File: config.mk
export PLATFORM = sky130hd
export DESIGN_NAME = tga_rle_image_decoder_unit
export DESIGN_NICKNAME = d
export VERILOG_FILES = /design/src/hw/rtl/tga_pkg.sv /design/src/hw/rtl/tga_rle_image_decoder_unit.sv
export SDC_FILE = /design/constraint.sdc
export NUM_CORES = 1
export LEC_CHECK = 0
export BUFFER_PORTS_ARGS = -buffer_cell sky130_fd_sc_hd__buf_4
export CORE_MARGIN = 3
export CORE_UTILIZATION = 45
export DETAILED_ROUTE_END_ITERATION = 16
export HOLD_SLACK_MARGIN = 0.06
export PLACE_DENSITY = 0.66
export SLEW_MARGIN = 5
export SYNTH_ARGS = -nofsm -noshare
export SYNTH_HDL_FRONTEND = slang
export SYNTH_SLANG_ARGS = --single-unit
File: constraint.sdc
create_clock -name clk -period 9.05 [get_ports clk]
set_input_delay 1.3575 -clock clk [delete_from_list [all_inputs] [get_ports clk]]
set_output_delay 1.3575 -clock clk [all_outputs]
set_load 0.03 [all_outputs]
File: src/hw/rtl/tga_pkg.sv
package tga_pkg;

    // Parser phase
    typedef enum logic [2:0] {
        PH_HEADER = 3'd0,
        PH_PACKET = 3'd1,
        PH_PIXEL  = 3'd2,
        PH_DONE   = 3'd3,
        PH_ERROR  = 3'd4
    } phase_t;

    // Result status codes
    typedef enum logic [1:0] {
        ST_PIXEL    = 2'd0,
        ST_BAD_TYPE = 2'd1,
        ST_BAD_SIZE = 2'd2,
        ST_OVERFLOW = 2'd3
    } status_t;

    // Header layout and constants
    localparam logic [4:0] HDR_TYPE_IDX   = 5'd2;
    localparam logic [4:0] HDR_PATTERN_END = 5'd12;
    localparam logic [4:0] HDR_WIDTH_LO   = 5'd12;
    localparam logic [4:0] HDR_WIDTH_HI   = 5'd13;
    localparam logic [4:0] HDR_HEIGHT_LO  = 5'd14;
    localparam logic [4:0] HDR_HEIGHT_HI  = 5'd15;
    localparam logic [4:0] HDR_DEPTH_IDX  = 5'd16;
    localparam logic [7:0] TYPE_RAW       = 8'd2;
    localparam logic [7:0] TYPE_RLE       = 8'd10;
    localparam logic [7:0] DEPTH_24       = 8'd24;
    localparam logic [7:0] DEPTH_32       = 8'd32;
    localparam logic [7:0] RUN_BASE       = 8'd127;

    typedef struct packed {
        logic [7:0] data_byte;
        logic       file_start;
    } in_word_t;

    typedef struct packed {
        logic [7:0] red;
        logic [7:0] green;
        logic [7:0] blue;
        logic [7:0] alpha;
        logic       has_alpha;
        logic [7:0] repeat_count;
        logic       last_pixel;
        logic [1:0] status;
    } out_word_t;

endpackage

File: src/hw/rtl/tga_rle_image_decoder_unit.sv
// Targa stream decoder (uncompressed and run-length coded, 24/32 bpp).
// Byte channel (byte_valid/byte_ready/byte_word): one file byte per word;
// file_start marks header byte 0 of a new file and restarts the parser.
// Pixel channel (pixel_valid/pixel_ready/pixel_word): one word per raw
// pixel or per run, in RGBA order, with repeat_count 1..128 for runs, or an
// error word (status nonzero, other fields zero) after which bytes are
// dropped until the next file_start. Bytes after the final pixel are dropped.
// Timing: one byte per cycle while not stalled. A result appears on the pixel
// channel the cycle after the byte that completes it; the per-byte work is a
// single pass through the parse logic into the output register. The pixel
// count width*height comes from one 16x16 multiply at header byte 17.
// Reset: parser returns to the header phase, output register empties.
// Stall: while a result is held, a new byte is still taken if the held
// result leaves in the same cycle; otherwise byte_ready drops until
// pixel_ready takes the held word.
module tga_rle_image_decoder_unit (
    input  logic               clk,
    input  logic               rst_n,
    input  logic               byte_valid,
    output logic               byte_ready,
    input  tga_pkg::in_word_t  byte_word,
    output logic               pixel_valid,
    input  logic               pixel_ready,
    output tga_pkg::out_word_t pixel_word
);

    tga_pkg::phase_t    phase_reg, phase_next, phase_cur;
    logic [4:0]         hdr_idx_reg, hdr_idx_next, hdr_idx_cur;
    logic [15:0]        width_reg, width_next, width_cur;
    logic [15:0]        height_reg, height_next, height_cur;
    logic               comp_reg, comp_next, comp_cur;
    logic               four_reg, four_next, four_cur;
    logic [31:0]        pix_left_reg, pix_left_next, pix_left_cur;
    logic [7:0]         pkt_left_reg, pkt_left_next, pkt_left_cur;
    logic               pkt_run_reg, pkt_run_next, pkt_run_cur;
    logic [23:0]        colour_reg, colour_next, colour_cur;
    logic [1:0]         bip_reg, bip_next, bip_cur;
    logic               valid_reg, valid_next;
    tga_pkg::out_word_t word_reg, word_next;

    logic        accept;
    logic        emit;
    logic [7:0]  b;
    logic [7:0]  count;
    logic        count_run;
    logic [1:0]  need;
    logic [7:0]  rep;
    logic [31:0] pix_after;
    logic        hdr_err;
    logic        size_err;
    logic        pkt_err;

    assign accept      = byte_valid && byte_ready;
    assign byte_ready  = !valid_reg || pixel_ready;
    assign pixel_valid = valid_reg;
    assign pixel_word  = word_reg;
    assign b           = byte_word.data_byte;

    // Apply restart before the byte is parsed
    always_comb
    begin
        if (byte_word.file_start)
        begin
            phase_cur    = tga_pkg::PH_HEADER;
            hdr_idx_cur  = '0;
            width_cur    = '0;
            height_cur   = '0;
            comp_cur     = 1'b0;
            four_cur     = 1'b0;
            pix_left_cur = '0;
            pkt_left_cur = '0;
            pkt_run_cur  = 1'b0;
            colour_cur   = '0;
            bip_cur      = '0;
        end
        else
        begin
            phase_cur    = phase_reg;
            hdr_idx_cur  = hdr_idx_reg;
            width_cur    = width_reg;
            height_cur   = height_reg;
            comp_cur     = comp_reg;
            four_cur     = four_reg;
            pix_left_cur = pix_left_reg;
            pkt_left_cur = pkt_left_reg;
            pkt_run_cur  = pkt_run_reg;
            colour_cur   = colour_reg;
            bip_cur      = bip_reg;
        end
    end

    // Decode checks and packet arithmetic
    always_comb
    begin
        hdr_err = 1'b0;
        if (hdr_idx_cur < tga_pkg::HDR_PATTERN_END)
        begin
            if (hdr_idx_cur == tga_pkg::HDR_TYPE_IDX)
                hdr_err = (b != tga_pkg::TYPE_RAW) && (b != tga_pkg::TYPE_RLE);
            else
                hdr_err = (b != 8'd0);
        end
        size_err = (hdr_idx_cur == tga_pkg::HDR_DEPTH_IDX) &&
                   ((width_cur == 16'd0) || (height_cur == 16'd0) ||
                    ((b != tga_pkg::DEPTH_24) && (b != tga_pkg::DEPTH_32)));
        count_run = b[7];
        count     = count_run ? (b - tga_pkg::RUN_BASE) : (b + 8'd1);
        pkt_err   = {24'd0, count} > pix_left_cur;
        need      = four_cur ? 2'd3 : 2'd2;
        rep       = (comp_cur && pkt_run_cur) ? pkt_left_cur : 8'd1;
        pix_after = pix_left_cur - {24'd0, rep};
    end

    // Next phase
    always_comb
    begin
        phase_next = phase_cur;
        unique case (phase_cur) inside
            tga_pkg::PH_HEADER:
            begin
                if (hdr_err || size_err)
                    phase_next = tga_pkg::PH_ERROR;
                else if (hdr_idx_cur > tga_pkg::HDR_DEPTH_IDX)
                    phase_next = comp_cur ? tga_pkg::PH_PACKET : tga_pkg::PH_PIXEL;
            end
            tga_pkg::PH_PACKET:
                phase_next = pkt_err ? tga_pkg::PH_ERROR : tga_pkg::PH_PIXEL;
            tga_pkg::PH_PIXEL:
            begin
                if (bip_cur >= need)
                begin
                    if (pix_after == 32'd0)
                        phase_next = tga_pkg::PH_DONE;
                    else if (comp_cur && (pkt_run_cur || pkt_left_cur == 8'd1))
                        phase_next = tga_pkg::PH_PACKET;
                end
            end
            tga_pkg::PH_DONE,
            tga_pkg::PH_ERROR:
                phase_next = phase_cur;
            default:
                phase_next = tga_pkg::PH_ERROR;
        endcase
    end

    // Datapath and result word
    always_comb
    begin
        hdr_idx_next  = hdr_idx_cur;
        width_next    = width_cur;
        height_next   = height_cur;
        comp_next     = comp_cur;
        four_next     = four_cur;
        pix_left_next = pix_left_cur;
        pkt_left_next = pkt_left_cur;
        pkt_run_next  = pkt_run_cur;
        colour_next   = colour_cur;
        bip_next      = bip_cur;
        emit          = 1'b0;
        word_next     = '0;
        unique case (phase_cur) inside
            tga_pkg::PH_HEADER:
            begin
                hdr_idx_next = hdr_idx_cur + 5'd1;
                if (hdr_err)
                begin
                    emit             = 1'b1;
                    word_next.status = tga_pkg::ST_BAD_TYPE;
                end
                else if (size_err)
                begin
                    emit             = 1'b1;
                    word_next.status = tga_pkg::ST_BAD_SIZE;
                end
                else
                begin
                    case (hdr_idx_cur)
                        tga_pkg::HDR_TYPE_IDX:  comp_next = (b == tga_pkg::TYPE_RLE);
                        tga_pkg::HDR_WIDTH_LO:  width_next = {8'd0, b};
                        tga_pkg::HDR_WIDTH_HI:  width_next = {b, width_cur[7:0]};
                        tga_pkg::HDR_HEIGHT_LO: height_next = {8'd0, b};
                        tga_pkg::HDR_HEIGHT_HI: height_next = {b, height_cur[7:0]};
                        tga_pkg::HDR_DEPTH_IDX: four_next = (b == tga_pkg::DEPTH_32);
                        default:
                        begin
                            if (hdr_idx_cur > tga_pkg::HDR_DEPTH_IDX)
                            begin
                                pix_left_next = {16'd0, width_cur} * {16'd0, height_cur};
                                bip_next      = '0;
                                colour_next   = '0;
                                pkt_left_next = '0;
                                pkt_run_next  = 1'b0;
                            end
                        end
                    endcase
                end
            end
            tga_pkg::PH_PACKET:
            begin
                if (pkt_err)
                begin
                    emit             = 1'b1;
                    word_next.status = tga_pkg::ST_OVERFLOW;
                end
                else
                begin
                    pkt_left_next = count;
                    pkt_run_next  = count_run;
                    bip_next      = '0;
                end
            end
            tga_pkg::PH_PIXEL:
            begin
                if (bip_cur < need)
                begin
                    // collect B, G (and R for 32 bpp)
                    case (bip_cur)
                        2'd0:    colour_next[7:0]   = colour_cur[7:0] | b;
                        2'd1:    colour_next[15:8]  = colour_cur[15:8] | b;
                        default: colour_next[23:16] = colour_cur[23:16] | b;
                    endcase
                    bip_next = bip_cur + 2'd1;
                end
                else
                begin
                    emit                   = 1'b1;
                    word_next.blue         = colour_cur[7:0];
                    word_next.green        = colour_cur[15:8];
                    word_next.red          = four_cur ? colour_cur[23:16] : b;
                    word_next.alpha        = four_cur ? b : 8'd0;
                    word_next.has_alpha    = four_cur;
                    word_next.repeat_count = rep;
                    word_next.last_pixel   = (pix_after == 32'd0);
                    word_next.status       = tga_pkg::ST_PIXEL;
                    pix_left_next          = pix_after;
                    if (comp_cur)
                        pkt_left_next = pkt_run_cur ? 8'd0 : (pkt_left_cur - 8'd1);
                    bip_next    = '0;
                    colour_next = '0;
                end
            end
            tga_pkg::PH_DONE,
            tga_pkg::PH_ERROR:
                emit = 1'b0;
            default:
                emit = 1'b0;
        endcase
    end

    // Hold the result until taken
    always_comb
    begin
        if (accept)
            valid_next = emit;
        else if (pixel_ready)
            valid_next = 1'b0;
        else
            valid_next = valid_reg;
    end

    // Advance parser state on each accepted byte
    always_ff @(posedge clk or negedge rst_n)
    begin
        if (!rst_n)
        begin
            phase_reg    <= tga_pkg::PH_HEADER;
            hdr_idx_reg  <= '0;
            width_reg    <= '0;
            height_reg   <= '0;
            comp_reg     <= 1'b0;
            four_reg     <= 1'b0;
            pix_left_reg <= '0;
            pkt_left_reg <= '0;
            pkt_run_reg  <= 1'b0;
            colour_reg   <= '0;
            bip_reg      <= '0;
            valid_reg    <= 1'b0;
        end
        else
        begin
            valid_reg <= valid_next;
            if (accept)
            begin
                phase_reg    <= phase_next;
                hdr_idx_reg  <= hdr_idx_next;
                width_reg    <= width_next;
                height_reg   <= height_next;
                comp_reg     <= comp_next;
                four_reg     <= four_next;
                pix_left_reg <= pix_left_next;
                pkt_left_reg <= pkt_left_next;
                pkt_run_reg  <= pkt_run_next;
                colour_reg   <= colour_next;
                bip_reg      <= bip_next;
            end
        end
    end

    // Load the output word
    always_ff @(posedge clk)
    begin
        if (accept && emit)
            word_reg <= word_next;
    end

endmodule

==> flow_summary.toml, run 1 <==
[synthesis]
synth-simple-area-share_pct = 20.0
ys_types = 87
synthXorXnorAreaFrac_pct = 1.88
synthArstFlopShare_pct = 71.4
synth_seq_cells = 154
seq_area_frac_synth_pct = 23.0
syn_inst = 1992
synth_area_leaders = "fa_1 (22%), dfrtp_1 (16%), ha_1 (9.4%), edfxtp_1 (7.5%), nand2_1 (6.0%)"
synthAdderAreaFrac_pct = 31.4
yosysTopAreaCell = "fa_1"
synth_nets = 2333
yosys.area.top_type_share_pct = 22.0
ys.flop_type = "dfrtp_1"
synth-compound-area-share_pct = 14.8
synth_area_per_cell_um2 = 8.90
syn_area_um2 = 17700
yosys_warnings = 0
synth.area.mux_share_pct = 0.522
synth_edf_count = 44
synth_top_family_by_area = "adder cells"

[clock_tree]
cts_resized = 0
cts_tree = "built"
holdBufCountCts = 0
root_buffer = "clkbuf_16"
cts.path.max_buffers = 2
numClockSinks = 154
worstSkewPairLatency_ns = 0.43
postCtsSetupRepairBufs = 0
h-tree-depth = 4
clk_pin_slew_ns = 0.08
cts_buffers = 17

[global_routing]
grt-busiest-layer = "met2"
track_usage_pct = 25.7
gr-total-overflow = 0
met3_usage_pct = 4.13
grt_pass1_vias = 15200
grt_use_met2_pct = 41.7
grt_pass1_wl_mm = 84.2
antenna_found_initial = 1
grt_start_max_net_pins = 72
use_met1_pct = 35.9

[worst_hold_path]
hold_depth = 2
hold_start = "pix_left_reg[4]$_DFFE_PN0P_"
hold_end = "pix_left_reg[4]$_DFFE_PN0P_"
hold_path_class = "register to register"

[worst_setup_path]
r2r_cells = 22
max_stage_delay_ns = 0.67
slowest_stage = "nor2b_1"
end_kind = "register"
path_class = "input port to register"
worst_setup_path_start_kind = "input port"
reg2reg_to = "pix_left_reg[31]$_DFFE_PN0P_"
cpMostUsedCell = "fa_1"
worstReg2RegStart = "height_reg[1]$_DFFE_PN0P_"
arrival_ns = 8.02
regToRegSetupSlack_ns = 1.96
cp_cell_sequence = "buf_4, nor2b_1, nand2_1, fa_1, fa_1, fa_1, fa_1, inv_1, fa_1, inv_1, fa_1, inv_1, ha_1, nand2_1, o21ai_0, nor3b_1, a21oi_1, a41oi_1, a221oi_1, buf_4, a41oi_1, xnor2_1, o21ai_0"
cp.required_ns = 9.35
crit_fanout = 23

[die]
initial_core_util_pct = 45.7
row_count = 72
dieArea_um2 = 41800
coreArea_um2 = 38800
dieHeight_um = 205
ios = 59
fp.dieW_um = 205

[pwr]
p_leak_nw = 9.33
p_per_area_nw_per_um2 = 97.1
ir_drop_mv = 0.141

[layout]
regArea_um2 = 4070
layout_commonest_cell = "nand2_1"
final_cell_mix = "nand2_1 (285), inv_1 (257), fa_1 (195), ha_1 (133), and2_1 (123)"
antennaDiodeCount = 0
syn2layout_area_growth_pct = 8.39
nets = 2343
nFillCells = 3642
stdcell_area_um2 = 19200
largest_reg_flops = 44
multi_input_area_um2 = 12200
drive_gt1_share_pct = 8.14

[sta]
finalCritPeriodShare_pct = 85.3
holdWs_ns = 0.499
grt_setup_unrepaired = "false"
period_needed_ns = 7.72
finalSetupViolCount = 0
finClkSkew_ns = 0.0149
tightest_slew_ns = 1.09
maxSlewViolCount = 0
fmax_mhz = 130
tns_ns = 0
final_hold_viol_count = 0
slew_headroom_pct = 26.8

[detailed_routing]
viasPerCell = 5.89
via_count = 14900
post_drt_wl_per_cell_um = 20.7
drtPass1Iterations = 6
ant_nets = 0
drtIter0Drc = 1517
drt_wl_total_mm = 52.4
drc = 0

[placement]
dpl.hpwl_mm = 39.8
gp_congestion = 0.968
portBuffers = 58
place_area_um2 = 18600

[outcome]
status = "finished, final reports clean"

[job]
drv_cap = 0
==> worst max-delay path by stage <==
| stage | start | to |
|---|---|---|
| detailed placement | byte_word[0] | pix_left_reg[31]$_DFFE_PN0P_ |
| floorplan | byte_word[0] | pix_left_reg[31]$_DFFE_PN0P_ |
| global placement | byte_word[0] | pix_left_reg[31]$_DFFE_PN0P_ |
| finish | byte_word[0] | pix_left_reg[31]$_DFFE_PN0P_ |
| global route | byte_word[0] | pix_left_reg[31]$_DFFE_PN0P_ |
| CTS | byte_word[0] | pix_left_reg[31]$_DFFE_PN0P_ |
==> final cells by class <==
cell class / count / area share [%]
Timing Repair Buffer: 99 / 3.87
Clock buffer: 17 / 2.21
Tap cell: 518 / 3.37
Multi-Input combinational cell: 1472 / 63.3
Clock inverter: 15 / 0.983
Sequential cell: 154 / 21.2
Inverter: 258 / 5.04
==> per-stage QoR <==
| stage | total power, mW | instances | setup WS [ns] | util [%] |
|---|---|---|---|---|
| after CTS | 1.86 | 2533 | 1.39 | 49.5 |
| after global placement | 1.12 | 2501 | 1.15 | 47.9 |
| after floorplan | 1.01 | 1992 | 1.16 | - |
| final | 1.87 | 2533 | 1.33 | 49.5 |
| after global routing | 1.93 | 2533 | 0.875 | 49.5 |
| after detailed placement | 1.13 | 2501 | 0.974 | 47.9 |
==> cells in the mapped netlist (28+ instances only) <==
master,number
and2_1,123
inv_1,257
dfrtp_1,110
nor2_1,80
ha_1,133
o21ai_0,89
nor3_1,34
fa_1,195
and3_1,40
nand2_1,285
edfxtp_1,44
a22o_1,59
nand3_1,28
clkbuf_1,88
a21oi_1,83
nor2b_1,32
==> routing by layer <==
layer  wire [um]  share of wire, %
met1       22300                43
met3        4150               7.9
met5           7             0.013
met4        1440               2.7
met2       24500                47
==> where the power goes <==
part | internal [mW] | leakage, nW | total (mW) | switching (mW)
clock | 0.379 | 0.299 | 0.743 | 0.365
combinational | 0.106 | 7.08 | 0.355 | 0.249
sequential | 0.744 | 1.95 | 0.768 | 0.0241
==> worst max-delay path: cells and delay by family <==
family / cells / cell delay (ns)
xor+xnor: 1 / 0.18
buf+inv: 5 / 0.54
fa+ha+maj: 7 / 3.46
simple gates: 4 / 1.02
compound gates: 6 / 1.41
==> logic make-up after synthesis <==
logic type      after synthesis
simple gates                708
compound gates              389
buf+inv                     366
fa+ha+maj                   328
flops                       154
xor+xnor                     38
mux                           9
(Power assumes the default switching activity.)
==> run 2: changes to the inputs <==
--- a/config.mk
+++ b/config.mk
@@ -6,8 +6,10 @@
 export NUM_CORES = 1
 export LEC_CHECK = 0
 export BUFFER_PORTS_ARGS = -buffer_cell sky130_fd_sc_hd__buf_4
+export CORE_ASPECT_RATIO = 0.8
 export CORE_MARGIN = 3
 export CORE_UTILIZATION = 45
+export CTS_BUF_LIST = sky130_fd_sc_hd__clkbuf_16
 export DETAILED_ROUTE_END_ITERATION = 16
 export HOLD_SLACK_MARGIN = 0.06
 export PLACE_DENSITY = 0.66
==> run 2 against run 1 <==
  * Combinational power is essentially flat
  * Maximum frequency shrank 0.66%
  * Clock skew shrank 0.0043 ns
  * Clock power shrank 0.7%
  * Register-to-register slack lost 0.14 ns
  * Critical path depth grew 1
  * Worst setup slack lost 0.051 ns
  * Critical path type unchanged
==> flow_summary.toml, run 2 (same netlist as run 1, synthesis figures left out) <==
[clock_tree]
cts.path.max_buffers = 2
worstSkewPairLatency_ns = 0.45
holdBufCountCts = 0
cts_tree = "built"
h-tree-depth = 4
clk_pin_slew_ns = 0.07
cts_resized = 0
cts_buffers = 17
postCtsSetupRepairBufs = 0
root_buffer = "clkbuf_16"
numClockSinks = 154

[layout]
regArea_um2 = 4070
multi_input_area_um2 = 12200
final_cell_mix = "nand2_1 (285), inv_1 (258), fa_1 (195), ha_1 (133), and2_1 (123)"
nFillCells = 3630
nets = 2336
syn2layout_area_growth_pct = 8.05
final_cells = 2536
layout_commonest_cell = "nand2_1"
largest_reg_flops = 44
antennaDiodeCount = 0
drive_gt1_share_pct = 7.72
stdcell_area_um2 = 19200
final_util_pct = 49.7

[worst_setup_path]
worst_setup_path_start_kind = "input port"
crit_fanout = 32
cp_top_family = "adder cells"
cpMostUsedCell = "fa_1"
arrival_ns = 8.09
end_kind = "register"
worst-path-buf-inv = 6
max_stage_delay_ns = 0.67
cp_cell_sequence = "buf_4, nor2b_1, buf_4, and2_1, fa_1, inv_1, fa_1, fa_1, fa_1, inv_1, fa_1, inv_1, fa_1, inv_1, ha_1, nand2_1, o21ai_0, nor3b_1, a21oi_1, a41oi_1, a221oi_1, a41oi_1, xnor2_1, o21ai_0"
path_class = "input port to register"
cp.required_ns = 9.37
slowest_stage = "a221oi_1"

[worst_hold_path]
hold_path_class = "register to register"

[detailed_routing]
drtPass1Iterations = 5
via_count = 14800
drc = 0
ant_nets = 0
post_drt_wl_per_cell_um = 20.7
drt_wl_total_mm = 52.4
drtIter0Drc = 1833
viasPerCell = 5.84

[pwr]
p_leak_nw = 9.28
netSwitchingFraction_pct = 32.3
p_per_area_nw_per_um2 = 97.3
share_seq_of_total_power_pct = 41.2
power_switching_uw = 602
power_mw = 1.86
p_int_mw = 1.26
p_comb_share_pct = 19.2
ir_drop_mv = 0.0892
pwr-share-clk_pct = 39.6

[global_routing]
grt_start_max_net_pins = 77
track_usage_pct = 25.5
antenna_found_initial = 1
grt_pass1_wl_mm = 84.0
gr-total-overflow = 0
grt_pass1_vias = 14700

[placement]
portBuffers = 58
dp_slack_ns = 0.882
gp_congestion = 0.928
place_area_um2 = 18600
place_inst = 2504
dpl.hpwl_mm = 39.6

[sta]
finalSetupViolCount = 0
slew_headroom_pct = 18.7
maxSlewViolCount = 0
grt_setup_unrepaired = "false"
tns_ns = 0
fmax_mhz = 129
finalCritPeriodShare_pct = 85.9
final_hold_viol_count = 0
period_needed_ns = 7.77
holdWs_ns = 0.488
tightest_slew_ns = 1.22
layout_setup_ws_ns = 1.28
finClkSkew_ns = 0.0106

[die]
row_count = 64
fp.dieW_um = 228
ios = 59
coreArea_um2 = 38500
initial_core_util_pct = 46.0
dieHeight_um = 184
dieArea_um2 = 41800

[job]
drv_cap = 0

[outcome]
status = "finished, final reports clean"
run 2: power by group through the flow:
stage	registers [mW]	logic, mW	clock network (mW)
finish	0.769	0.358	0.738
global route	0.773	0.387	0.776
CTS	0.768	0.350	0.744
detailed placement	0.782	0.349	0
global placement	0.781	0.348	0
floorplan	0.803	0.211	0
run 2: layout make-up:
| class | count | share of cell area [%] |
|---|---|---|
| timing repair buffer | 92 | 3.60 |
| tap | 528 | 3.45 |
| sequential | 154 | 21.3 |
| inverter | 258 | 5.05 |
| multi-input combinational | 1472 | 63.5 |
| clock buffer | 17 | 2.22 |
| clock inverter | 15 | 0.862 |
run 2: path summary, 6_finish.rpt:
kind / startpoint / end / slack, ns / depth (start not counted)
min in group asynchronous: rst_n / pix_left_reg[23]$_DFFE_PN0P_ / 0.89 / 1
max: byte_word[0] / pix_left_reg[31]$_DFFE_PN0P_ / 1.28 / 24
min reg2reg: pix_left_reg[3]$_DFFE_PN0P_ / pix_left_reg[3]$_DFFE_PN0P_ / 0.49 / 2
max reg2reg: width_reg[2]$_DFFE_PN0P_ / pix_left_reg[31]$_DFFE_PN0P_ / 1.82 / 23
max in group asynchronous: rst_n / colour_reg[9]$_DFFE_PN0P_ / 6.76 / 2
min: pix_left_reg[3]$_DFFE_PN0P_ / pix_left_reg[3]$_DFFE_PN0P_ / 0.49 / 2
run 2: worst min-delay path: stages (launching register included):
cell and delay [ns]:
dfrtp_1 0.34, nand2_1 0.05, o21ai_0 0.06
run 2: routing by layer:
layer / global-route usage (%) / part of all wire, % / vias to the layer above
met3: 6.44 / 9.6 / 76
met2: 38.1 / 43 / 687
li1: - / - / 6711
met5: 0 / 0.013 / -
met4: 6.44 / 2.1 / 2
met1: 37.1 / 46 / 7328
==> run 3: changes to the inputs <==
==> constraint.sdc (replaced) <==
create_clock -name clk -period 9.05 [get_ports clk]
set_input_delay 2.2625 -clock clk [delete_from_list [all_inputs] [get_ports clk]]
set_output_delay 2.2625 -clock clk [all_outputs]
set_load 0.03 [all_outputs]
==> run 3 against run 2 <==
  * Wire length is 3.1% lower
  * Hold slack worse by 0.0022 ns
  * Count of clock-buffer cells in the layout stayed put
  * Combinational power increased by 2%
  * Critical endpoint unchanged
  * Largest power group is now clock
==> flow_summary.toml, run 3 (same netlist as run 1, synthesis figures left out) <==
[die]
ios = 59
dieArea_um2 = 41800
fp.dieW_um = 228
initial_core_util_pct = 46.0
row_count = 64
coreArea_um2 = 38500
dieHeight_um = 184

[pwr]
power_mw = 1.91
power_switching_uw = 614
pwr-share-clk_pct = 40.8
p_leak_nw = 9.34
share_seq_of_total_power_pct = 40.1
netSwitchingFraction_pct = 32.1
ir_drop_mv = 0.136
p_comb_share_pct = 19.0
p_int_mw = 1.30
p_per_area_nw_per_um2 = 99.3

[placement]
place_area_um2 = 18600
gp_congestion = 0.945
dpl.hpwl_mm = 38.7
portBuffers = 58
place_inst = 2510

[sta]
finClkSkew_ns = 0.0209
grt_setup_unrepaired = "false"
fmax_mhz = 122
tightest_slew_ns = 0.969
final_hold_viol_count = 0
finalSetupViolCount = 0
period_needed_ns = 8.18
finalCritPeriodShare_pct = 90.4
slew_headroom_pct = 35.4
maxSlewViolCount = 0
tns_ns = 0

[job]
drv_cap = 0

[layout]
syn2layout_area_growth_pct = 8.64
stdcell_area_um2 = 19300
final_util_pct = 50.0
nets = 2343
largest_reg_flops = 44
final_cells = 2543
multi_input_area_um2 = 12200
regArea_um2 = 4070
final_cell_mix = "nand2_1 (285), inv_1 (257), fa_1 (195), ha_1 (133), and2_1 (123)"
nFillCells = 3577
drive_gt1_share_pct = 8.09
layout_commonest_cell = "nand2_1"
antennaDiodeCount = 0

[worst_setup_path]
worstReg2RegStart = "height_reg[10]$_DFFE_PN0P_"
path_class = "input port to register"
crit_fanout = 22
regToRegSetupSlack_ns = 2.30
worst_setup_path_start_kind = "input port"
reg2reg_to = "pix_left_reg[31]$_DFFE_PN0P_"
cp.required_ns = 9.37
end_kind = "register"
r2r_cells = 21
arrival_ns = 8.49

[global_routing]
grt_pass1_wl_mm = 83.0
track_usage_pct = 24.8
grt_pass1_vias = 14900
antenna_found_initial = 0
gr-total-overflow = 0
grt_start_max_net_pins = 73

[clock_tree]
numClockSinks = 154
cts.path.max_buffers = 2
h-tree-depth = 4
clk_pin_slew_ns = 0.08
cts_buffers = 17
postCtsSetupRepairBufs = 0
worstSkewPairLatency_ns = 0.44
cts_resized = 0
cts_tree = "built"
holdBufCountCts = 0
root_buffer = "clkbuf_16"

[detailed_routing]
drtPass1Iterations = 7
ant_nets = 0
via_count = 14700
viasPerCell = 5.80
drtIter0Drc = 1538
drc = 0
post_drt_wl_per_cell_um = 20.0
drt_wl_total_mm = 50.8

[worst_hold_path]
hold_path_class = "register to register"
hold_start = "pix_left_reg[4]$_DFFE_PN0P_"
hold_depth = 2
hold_end = "pix_left_reg[4]$_DFFE_PN0P_"

[outcome]
status = "finished, final reports clean"
-- run 3: cell types whose count changed in the layout (fill, tap and decap cells not counted), sizes merged --
cell      delta
clkinv       +1
buf          +7
bufinv       +1
inv          -1
clkinvlp     -1
-- run 3: final cells by class --
class	instances	area share [%]
Tap cell	528	3.43
Clock buffer	17	2.21
Sequential cell	154	21.1
Clock inverter	15	1.08
Multi-Input combinational cell	1472	63.2
Timing Repair Buffer	99	3.92
Inverter	258	5.03
-- run 3: layer usage --
| metal | global-route usage (%) | up-vias | part of all wire (%) |
|---|---|---|---|
| met5 | 0 | - | 0 |
| met4 | 6.46 | 0 | 1.9 |
| met3 | 4.77 | 79 | 8.9 |
| met2 | 38.6 | 650 | 44 |
| met1 | 35.9 | 7314 | 45 |
| li1 | - | 6700 | - |
-- run 3: worst max path at each step --
stage / from / end / slack, ns / cells past startpoint
2_1_floorplan: byte_word[0] / pix_left_reg[31]$_DFFE_PN0P_ / 0.26 / 28
3_3_place_gp: byte_word[0] / pix_left_reg[31]$_DFFE_PN0P_ / 0.57 / 22
3_5_place_dp: byte_word[0] / pix_left_reg[31]$_DFFE_PN0P_ / 0.47 / 22
4_1_cts: byte_word[0] / pix_left_reg[31]$_DFFE_PN0P_ / 0.92 / 22
5_1_grt: byte_word[0] / pix_left_reg[31]$_DFFE_PN0P_ / 0.57 / 22
6_report: byte_word[0] / pix_left_reg[31]$_DFFE_PN0P_ / 0.87 / 22
-- run 3: critical path: stages --
cell      delay, ns
buf_4          0.20
nor2b_1        0.65
nand2_1        0.18
fa_1           0.57
inv_1          0.06
fa_1           0.57
fa_1           0.44
fa_1           0.46
fa_1           0.49
inv_1          0.05
fa_1           0.51
inv_1          0.05
ha_1           0.35
and3_1         0.24
a21oi_1        0.08
a21oi_1        0.26
a41oi_1        0.21
a221oi_1       0.27
buf_4          0.19
a41oi_1        0.14
xnor2_1        0.17
o21ai_0        0.08
-- run 3: stage by stage --
stage                     setup slack [ns]  hold WS (ns)
after floorplan                      0.258         0.450
after global placement               0.565         0.463
after detailed placement             0.472         0.471
after CTS                            0.918         0.485
after global routing                 0.573         0.509
final                                0.872         0.485
-- run 3: power by group through the flow --
stage | clock network, mW | logic (mW) | registers [mW]
floorplan | 0 | 0.211 | 0.803
global placement | 0 | 0.348 | 0.781
detailed placement | 0 | 0.351 | 0.782
CTS | 0.790 | 0.352 | 0.768
global route | 0.816 | 0.390 | 0.772
finish | 0.780 | 0.364 | 0.768
